$ cat src/design/bounded_singly_linked_list_top_defines.svh
// Assertion macros for the linked-list node pool.
`ifndef BOUNDED_SINGLY_LINKED_LIST_TOP_DEFINES_SVH
`define BOUNDED_SINGLY_LINKED_LIST_TOP_DEFINES_SVH

// Condition that holds at every edge outside reset.
`define BSLL_ASSERT_ALWAYS(label, cond, msg) \
  label: assert property (@(posedge clk) disable iff (rst) (cond)) else $error(msg);

// Same-cycle implication.
`define BSLL_ASSERT_IMP(label, ante, cons, msg) \
  label: assert property (@(posedge clk) disable iff (rst) (ante) |-> (cons)) else $error(msg);

// Next-cycle implication.
`define BSLL_ASSERT_NXT(label, ante, cons, msg) \
  label: assert property (@(posedge clk) disable iff (rst) (ante) |=> (cons)) else $error(msg);

`endif

$ cat src/design/bsll_pkg.sv
// Shared constants and types for the linked-list node pool.
`timescale 1ns / 1ps
`default_nettype none

package bsll_pkg;

  localparam int POOL_DEPTH_DEF = 16;

  localparam int CMD_W      = 3;
  localparam int VALUE_W    = 32;
  localparam int STATUS_W   = 2;
  localparam int COUNT_W    = 5;
  localparam int S_TDATA_W  = 40;
  localparam int M_TDATA_W  = 40;
  localparam int M_PAD_W    = M_TDATA_W - VALUE_W - STATUS_W - COUNT_W;

  typedef enum logic [CMD_W-1:0] {
    CMD_INS_FRONT = 3'd0,
    CMD_INS_BACK  = 3'd1,
    CMD_REM_FRONT = 3'd2,
    CMD_REM_VALUE = 3'd3,
    CMD_LIST      = 3'd4
  } cmd_t;

  typedef enum logic [STATUS_W-1:0] {
    ST_OK       = 2'd0,
    ST_EMPTY    = 2'd1,
    ST_FULL     = 2'd2,
    ST_NOTFOUND = 2'd3
  } status_t;

endpackage

`default_nettype wire

$ cat src/design/bsll_ram.sv
// Generic single-write, single-read RAM with registered read data.
`timescale 1ns / 1ps
`default_nettype none

module bsll_ram import bsll_pkg::*; #(
  parameter int WIDTH = VALUE_W,
  parameter int DEPTH = POOL_DEPTH_DEF,
  localparam int AW = $clog2(DEPTH)
) (
  input  wire logic             clk,
  input  wire logic             we,
  input  wire logic [AW-1:0]    waddr,
  input  wire logic [WIDTH-1:0] wdata,
  input  wire logic [AW-1:0]    raddr,
  output logic      [WIDTH-1:0] rdata
);

  logic [WIDTH-1:0] mem [DEPTH];

  always_ff @(posedge clk) begin
    if (we) begin
      mem[waddr] <= wdata;
    end
    rdata <= mem[raddr];
  end

endmodule

`default_nettype wire

$ cat src/design/bsll_alloc.sv
// Lowest free node finder over the free map, registered.
`timescale 1ns / 1ps
`default_nettype none

module bsll_alloc import bsll_pkg::*; #(
  parameter int DEPTH = POOL_DEPTH_DEF,
  localparam int IW = $clog2(DEPTH)
) (
  input  wire logic             clk,
  input  wire logic [DEPTH-1:0] free_map,
  output logic      [IW-1:0]    free_idx,
  output logic                  full
);

  logic [IW-1:0] idx_c;
  logic          found_c;

  always_comb begin
    idx_c   = '0;
    found_c = 1'b0;
    for (int i = DEPTH - 1; i >= 0; i--) begin
      if (free_map[i]) begin
        idx_c   = IW'(i);
        found_c = 1'b1;
      end
    end
  end

  always_ff @(posedge clk) begin
    free_idx <= idx_c;
    full     <= !found_c;
  end

endmodule

`default_nettype wire

$ cat src/design/bounded_singly_linked_list_top.sv
// Top level: singly linked list kept in a node pool of two RAMs.
// Insert: S_INS writes the new node, then S_EMIT (insert at back on a non-empty list adds S_INS_TAIL).
// Remove front: S_RF, then S_EMIT. Remove by value: S_RV walks one node per step, up to POOL_DEPTH nodes.
// List: one result per cycle while the output is not stalled; the walk does one link RAM read per node.
// One command at a time; a new input is taken while the last result waits on the output.
// Synchronous reset empties the list and frees all nodes; RAM contents are not cleared.
`timescale 1ns / 1ps
`default_nettype none
`include "bounded_singly_linked_list_top_defines.svh"

module bounded_singly_linked_list_top import bsll_pkg::*; #(
  parameter int POOL_DEPTH = POOL_DEPTH_DEF
) (
  input  wire logic                 clk,
  input  wire logic                 rst,
  input  wire logic                 s_tvalid,
  output logic                      s_tready,
  input  wire logic [S_TDATA_W-1:0] s_tdata,   // command[2:0], value[34:3], zero pad
  output logic                      m_tvalid,
  input  wire logic                 m_tready,
  output logic      [M_TDATA_W-1:0] m_tdata,   // value_res[31:0], status[33:32],
                                               // count[38:34], zero pad
  output logic                      m_tlast
);

  localparam int IW = $clog2(POOL_DEPTH);
  localparam int CW = $clog2(POOL_DEPTH + 1);

  typedef enum logic [7:0] {
    S_IDLE     = 8'b0000_0001,
    S_INS      = 8'b0000_0010,
    S_INS_TAIL = 8'b0000_0100,
    S_RF       = 8'b0000_1000,
    S_RV       = 8'b0001_0000,
    S_LS       = 8'b0010_0000,
    S_EMIT     = 8'b0100_0000
  } state_t;

  state_t                state, state_next;
  cmd_t                  cmd, cmd_next;
  logic [VALUE_W-1:0]    val, val_next;
  logic [IW-1:0]         head, head_next;
  logic [IW-1:0]         tail, tail_next;
  logic [IW-1:0]         cur, cur_next;
  logic [IW-1:0]         prev, prev_next;
  logic [CW-1:0]         count, count_next;
  logic [CW-1:0]         walk, walk_next;
  logic [POOL_DEPTH-1:0] free_map, free_map_next;
  logic [VALUE_W-1:0]    res_val, res_val_next;
  status_t               res_st, res_st_next;

  logic               v_we;
  logic [IW-1:0]      v_waddr;
  logic [VALUE_W-1:0] v_wdata;
  logic               l_we;
  logic [IW-1:0]      l_waddr;
  logic [IW-1:0]      l_wdata;
  logic [IW-1:0]      rd_addr;
  logic [VALUE_W-1:0] rd_value;
  logic [IW-1:0]      rd_link;

  logic [IW-1:0] free_idx;
  logic          pool_full;

  logic               out_free;
  logic               out_load;
  logic [VALUE_W-1:0] out_val;
  status_t            out_st;
  logic               out_last;
  cmd_t               in_cmd;

  bsll_ram #(.WIDTH(VALUE_W), .DEPTH(POOL_DEPTH)) u_value_ram (
    .clk   (clk),
    .we    (v_we),
    .waddr (v_waddr),
    .wdata (v_wdata),
    .raddr (rd_addr),
    .rdata (rd_value)
  );

  bsll_ram #(.WIDTH(IW), .DEPTH(POOL_DEPTH)) u_link_ram (
    .clk   (clk),
    .we    (l_we),
    .waddr (l_waddr),
    .wdata (l_wdata),
    .raddr (rd_addr),
    .rdata (rd_link)
  );

  bsll_alloc #(.DEPTH(POOL_DEPTH)) u_alloc (
    .clk      (clk),
    .free_map (free_map),
    .free_idx (free_idx),
    .full     (pool_full)
  );

  assign s_tready = (state == S_IDLE);
  assign out_free = !m_tvalid || m_tready;
  assign in_cmd   = cmd_t'(s_tdata[CMD_W-1:0]);

  always_comb begin
    state_next    = state;
    cmd_next      = cmd;
    val_next      = val;
    head_next     = head;
    tail_next     = tail;
    cur_next      = cur;
    prev_next     = prev;
    count_next    = count;
    walk_next     = walk;
    free_map_next = free_map;
    res_val_next  = res_val;
    res_st_next   = res_st;
    v_we          = 1'b0;
    v_waddr       = free_idx;
    v_wdata       = val;
    l_we          = 1'b0;
    l_waddr       = free_idx;
    l_wdata       = '0;
    rd_addr       = head;
    out_load      = 1'b0;
    out_val       = '0;
    out_st        = ST_OK;
    out_last      = 1'b1;

    unique case (state)
      S_IDLE: begin
        if (s_tvalid) begin
          cmd_next     = in_cmd;
          val_next     = s_tdata[CMD_W +: VALUE_W];
          cur_next     = head;
          prev_next    = '0;
          walk_next    = CW'(1);
          res_val_next = '0;
          res_st_next  = ST_OK;
          unique case (in_cmd)
            CMD_INS_FRONT, CMD_INS_BACK: state_next = S_INS;
            CMD_REM_FRONT, CMD_REM_VALUE, CMD_LIST: begin
              if (count == '0) begin
                res_st_next = ST_EMPTY;
                state_next  = S_EMIT;
              end else if (in_cmd == CMD_REM_FRONT) begin
                state_next = S_RF;
              end else if (in_cmd == CMD_REM_VALUE) begin
                state_next = S_RV;
              end else begin
                state_next = S_LS;
              end
            end
            default: state_next = S_EMIT;
          endcase
        end
      end

      S_INS: begin
        state_next = S_EMIT;
        if (pool_full) begin
          res_st_next = ST_FULL;
        end else begin
          v_we                    = 1'b1;
          l_we                    = 1'b1;
          free_map_next[free_idx] = 1'b0;
          count_next              = count + CW'(1);
          if (count == '0) begin
            head_next = free_idx;
            tail_next = free_idx;
          end else if (cmd == CMD_INS_FRONT) begin
            l_wdata   = head;
            head_next = free_idx;
          end else begin
            prev_next  = tail;
            tail_next  = free_idx;
            state_next = S_INS_TAIL;
          end
        end
      end

      S_INS_TAIL: begin
        l_we       = 1'b1;
        l_waddr    = prev;
        l_wdata    = tail;
        state_next = S_EMIT;
      end

      S_RF: begin
        res_val_next        = rd_value;
        free_map_next[head] = 1'b1;
        count_next          = count - CW'(1);
        if (count == CW'(1)) begin
          head_next = '0;
          tail_next = '0;
        end else begin
          head_next = rd_link;
        end
        state_next = S_EMIT;
      end

      S_RV: begin
        if (rd_value == val) begin
          free_map_next[cur] = 1'b1;
          count_next         = count - CW'(1);
          if (count == CW'(1)) begin
            head_next = '0;
            tail_next = '0;
          end else if (walk == CW'(1)) begin
            head_next = rd_link;
          end else begin
            l_we    = 1'b1;
            l_waddr = prev;
            l_wdata = rd_link;
            if (cur == tail) begin
              tail_next = prev;
            end
          end
          state_next = S_EMIT;
        end else if (walk == count) begin
          res_st_next = ST_NOTFOUND;
          state_next  = S_EMIT;
        end else begin
          prev_next = cur;
          cur_next  = rd_link;
          walk_next = walk + CW'(1);
          rd_addr   = rd_link;
        end
      end

      S_LS: begin
        rd_addr = cur;
        if (out_free) begin
          out_load = 1'b1;
          out_val  = rd_value;
          out_last = (walk == count);
          if (walk == count) begin
            state_next = S_IDLE;
          end else begin
            cur_next  = rd_link;
            walk_next = walk + CW'(1);
            rd_addr   = rd_link;
          end
        end
      end

      S_EMIT: begin
        if (out_free) begin
          out_load   = 1'b1;
          out_val    = res_val;
          out_st     = res_st;
          state_next = S_IDLE;
        end
      end

      default: state_next = S_IDLE;
    endcase
  end

  always_ff @(posedge clk) begin
    if (rst) begin
      state    <= S_IDLE;
      head     <= '0;
      tail     <= '0;
      count    <= '0;
      free_map <= '1;
      m_tvalid <= 1'b0;
    end else begin
      state    <= state_next;
      head     <= head_next;
      tail     <= tail_next;
      count    <= count_next;
      free_map <= free_map_next;
      if (out_load) begin
        m_tvalid <= 1'b1;
      end else if (m_tready) begin
        m_tvalid <= 1'b0;
      end
    end
  end

  always_ff @(posedge clk) begin
    cmd     <= cmd_next;
    val     <= val_next;
    cur     <= cur_next;
    prev    <= prev_next;
    walk    <= walk_next;
    res_val <= res_val_next;
    res_st  <= res_st_next;
    if (out_load) begin
      m_tdata <= {{M_PAD_W{1'b0}}, COUNT_W'(count), out_st, out_val};
      m_tlast <= out_last;
    end
  end

  `BSLL_ASSERT_ALWAYS(a_count_bound, count <= CW'(POOL_DEPTH), "entry count above pool depth")
  `BSLL_ASSERT_IMP(a_empty_ptrs, count == '0, head == '0 && tail == '0, "empty list with nonzero head or tail")
  `BSLL_ASSERT_ALWAYS(a_free_cons, $countones(free_map) + int'(count) == POOL_DEPTH, "free map and entry count disagree")
  `BSLL_ASSERT_NXT(a_list_hold, state == S_LS && !out_free, state == S_LS && $stable(cur) && $stable(walk), "list walk moved while output stalled")

endmodule

`default_nettype wire

$ cat config.mk
export PLATFORM = sky130hd
export DESIGN_NAME = bounded_singly_linked_list_top
export DESIGN_NICKNAME = d
export VERILOG_FILES = /design/src/design/bsll_pkg.sv /design/src/design/bsll_ram.sv /design/src/design/bsll_alloc.sv /design/src/design/bounded_singly_linked_list_top.sv
export VERILOG_INCLUDE_DIRS = /design/src /design/src/design
export SDC_FILE = /design/constraint.sdc
export NUM_CORES = 1
export LEC_CHECK = 0
export ABC_CLOCK_PERIOD_IN_PS = 3900
export BUFFER_PORTS_ARGS = -buffer_cell sky130_fd_sc_hd__clkbuf_2
export CAP_MARGIN = 20
export CELL_PAD_IN_SITES_DETAIL_PLACEMENT = 1
export CELL_PAD_IN_SITES_GLOBAL_PLACEMENT = 1
export CORE_AREA = 4 4 301 303
export CTS_CLUSTER_DIAMETER = 40
export DETAILED_ROUTE_END_ITERATION = 7
export DIE_AREA = 0 0 305 307
export PLACE_DENSITY_LB_ADDON = 0.1
export SLEW_MARGIN = 20
export SYNTH_ARGS = -nofsm -noshare
export SYNTH_HDL_FRONTEND = slang
export SYNTH_SLANG_ARGS = --single-unit
$ cat constraint.sdc
create_clock -name clk -period 3.9 [get_ports clk]
set_input_delay 0.39 -clock clk [delete_from_list [all_inputs] [get_ports clk]]
set_output_delay 0.39 -clock clk [all_outputs]
set_load 0.05 [all_outputs]
==> key figures <==
Worst setup path
  – Worst flop-to-flop path endpoint: state[1]$_SDFFE_PP0P_
  – Worst Path Arrival: 4320 ps
  – Crit path buffers/inverters: 3
  – RR Startpoint: v_wdata[18]$_DFFE_PP_
  – Critical path depth in cells: 12
  – Crit start category: flip-flop
  – Reg-to-reg slack, setup: 220 ps
  – CP peak stage delay: around 570 ps
  – Worst reg-to-reg path cell count: 12
  – Critical path capture point type: flip-flop
  – Slowest-stage cell, CP: dlygate4sd3_1
  – Critical path fanouts, max: 3
  – Required @ worst endpoint: between 4000 and 5000 ps
  – CP Cell Sequence: xnor2_1, nand4_1, nor4_1, buf_4, nand2_1, buf_4, nor2_1, nor3b_1, or3_1, or2_2, nor4_1, dlygate4sd3_1
  – Critical path startpoint: v_wdata[18]$_DFFE_PP_
  – Crit path to: state[1]$_SDFFE_PP0P_
  – WS Path Type: reg -> reg
  – Top delay family on crit path: simple AND/OR/NAND/NOR gates

Routing
  – Via Count: 18200
  – Routed Wire Length: 91600 µm
  – DRT antenna net count: 0
  – Violation count after the first detailed-route iteration: around 1300
  – WL per Instance: 26.2 µm
  – Drt pass-1 iters: 5
  – Post-detailed-route DRC marker count: 0
  – Vias per cell: 5.21

Floorplanning
  – Num rows: 109
  – Die area: roughly 94000 µm²
  – I/O pin cnt: 87
  – Core ar.: around 88000 µm²
  – Die Wd: 305 µm
  – DIE HEIGHT: 307 µm
  – Starting Density: 34.8%

Clock tree
  – Clk buf depth: 3
  – Htree depth: 4
  – Post CTS Setup Buffer Count: 0
  – Clock slew at the register clock pins of the worst setup and hold paths: 50 ps
  – CTS tree: built
  – Clk sinks: 776
  – Clock Latency Late Sink: 720 ps
  – CTS root buffer: clkbuf_16
  – CTS Buf Count: 130

Placed design
  – Placer congestion estimate: approximately 0.8
  – Port Buffers: 80
  – DP HPWL: 55100 µm

Synth
  – Largest area contributor in the netlist: edfxtp_1
  – Register area share after synthesis: 73.7%
  – EDFF count, synth: 698
  – Commonest cells in the netlist: edfxtp_1 (698), mux2i_1 (298), o22ai_1 (156)
  – Ys Warns: 0
  – Async set or reset register ratio after synthesis: 0%
  – Synth top area cells: edfxtp_1 (69%), mux2i_1 (9.8%), dfxtp_1 (5.1%)
  – Most common cell in the netlist: edfxtp_1
  – FF+latch count, synth: 776
  – Avg Cell Area, Syn: 16.2 µm²
  – Top cell type's share of synthesized area: 68.6%
  – Post-Synthesis Cells: 1890
  – Synth Net Count: about 1900
  – Mapped Area: 30600 µm²
  – Ys flop type: edfxtp_1
  – Yosys cell types: 65

Job
  – # Max-Cap Violations: 0

STA
  – Fin crit share: between 90 and 100%
  – Final hold viol count: 0
  – Worst Tran Pin Value: between 900 and 1000 ps
  – Setup TNS: 0 ps
  – Peak Freq: 0.272 GHz
  – RSZ-0062 raised after global routing: no
  – Hold slack: 94.7 ps
  – Worst slew margin: 35.6%
  – Setup violations, final: 0
  – Final slew viol count: 0
  – Clock skew: 27.8 ps
  – Min cycle time layout: roughly 3700 ps

Global route
  – First-pass GRT wire length: 133000 µm
  – Global Route Usage Sum: about a fifth
  – Largest net degree at the start of global routing: 35
  – Vias in the first global route: around 19000
  – Antenna violations before repair: 6
  – Final global-route overflow total: 0

Hold path
  – Min-Delay Path Class: in -> reg

Final layout
  – Nets@finish: 2266
  – Synthesis-to-layout area growth: 27.8%
  – Layout cells sized above 1: 22.8%
  – Filler cells: between 8000 and 9000

Pwr
  – Power per cell area: roughly 600 nW/µm²
  – VDD IR max: 434 µV
  – Leakage: roughly 13 nW

Outcome
  – Status: finished, final reports clean
## final cells by class
cell class                      instances  area [µm²]  area share (%)
Sequential cell                       776       22500            57.7
Multi-Input combinational cell        996        7670            19.6
Clock buffer                          159        3520            9.00
Timing Repair Buffer                  293        2770            7.08
Tap cell                             1165        1460            3.73
Clock inverter                         81        1060            2.72
Inverter                               19        71.3           0.183
Antenna cell                            1        2.50         0.00641
## worst register-to-register path, cell delays in order (launching register included)
cell           delay (ps)
edfxtp_1              490
xnor2_1               360
nand4_1               250
nor4_1                330
buf_4                 220
nand2_1               140
buf_4                 170
nor2_1                130
nor3b_1                80
or3_1                 360
or2_2                 340
nor4_1                170
dlygate4sd3_1         570
## how the worst min path moves through the flow
stage	startpoint	to	cells past startpoint	slack (ps)
final	s_tvalid	state[0]$_SDFFE_PP1P_	4	90
after global routing	s_tvalid	state[0]$_SDFFE_PP1P_	4	80
after CTS	s_tvalid	state[0]$_SDFFE_PP1P_	4	40
after detailed placement	free_map[0]$_SDFFE_PP1P_	u_alloc.free_idx[0]$_SDFF_PP0_	1	460
after global placement	free_map[0]$_SDFFE_PP1P_	u_alloc.free_idx[0]$_SDFF_PP0_	1	470
after floorplan	count[2]$_SDFFE_PP0P_	m_tdata[36]$_DFFE_PP_	0	410
## stage by stage
step | instance area (µm²) | setup WS, ps | utilization (%) | power, W | cells
floorplan | 30600 | 408 | - | 0.0104 | 1890
global placement | 34100 | 89.9 | 38.8 | 0.0111 | 3213
detailed placement | 34100 | 110 | 38.8 | 0.0111 | 3213
CTS | 39000 | 108 | 44.4 | 0.0232 | 3489
global route | 39100 | 61.7 | 44.4 | 0.0236 | 3489
finish | 39100 | 221 | 44.4 | 0.0229 | 3490
## cell families (layout without fill, tap and decap cells)
| kind of cell | count (synthesis) | after routing | synth area share (%) |
|---|---|---|---|
| adder cells (fa/ha/maj) | 6 | 6 | 0.246 |
| AND/OR/NAND/NOR | 341 | 341 | 6.20 |
| multiplexers | 301 | 301 | 9.87 |
| other | 1 | 2 | 0.0123 |
| XOR/XNOR | 51 | 51 | 1.46 |
| buffers and inverters | 118 | 552 | 1.89 |
| AO/OA/AOI/OAI | 296 | 296 | 6.65 |
| flip-flops | 776 | 776 | 73.7 |
## repair_timing
| action | 4_1_cts | 5_1_grt |
|---|---|---|
| gates resized for setup | 0 | 2 |
| endpoints found under the setup margin | 0 | 35 |
| hold buffers | 36 | 0 |
| hold endpoints to repair | 37 | 0 |
## report_power, final
group / leakage [nW] / total [W] / internal, W / switching (W)
combinational: 3.63 / 0.00134 / 0.000484 / 0.000857
clock: 2.23 / 0.0119 / 0.00779 / 0.00410
sequential: 7.17 / 0.00962 / 0.00942 / 0.000204
## per-layer routing
| metal | wire length [µm] | part of all wire [%] | up-vias | track usage (%) |
|---|---|---|---|---|
| met5 | 0 | 0 | - | 0 |
| met4 | 1960 | 2.1 | 0 | 5.96 |
| met3 | 4510 | 4.9 | 146 | 3.92 |
| met2 | 43700 | 48 | 454 | 31.7 |
| met1 | 41400 | 45 | 9396 | 26.5 |
| li1 | - | - | 8189 | - |
## sequential cells by signal (all words and copies together) (netlist names)
signal             cells
cmd                    3
count                  5
cur                    4
free_map              16
head                   4
m_tdata               39
m_tlast                1
m_tvalid               1
prev                   4
res_st                 2
res_val               32
state                  7
tail                   4
u_alloc.free_idx       4
u_alloc.full           1
u_link_ram.mem        64
u_link_ram.rdata       4
u_value_ram.mem      512
u_value_ram.rdata     32
v_wdata               32
walk                   5
## cell usage in the layout, fill, tap and decap left out, types with 40 or more instances in the layout
cell and count:
o22ai_1 156, buf_12 54, dfxtp_1 78, clkbuf_2 80
buf_4 123, or4_1 40, xnor2_1 40, and2_1 40
edfxtp_1 698, clkbuf_16 133, mux2i_1 298, nor2_1 56
(Power assumes the default switching activity.)
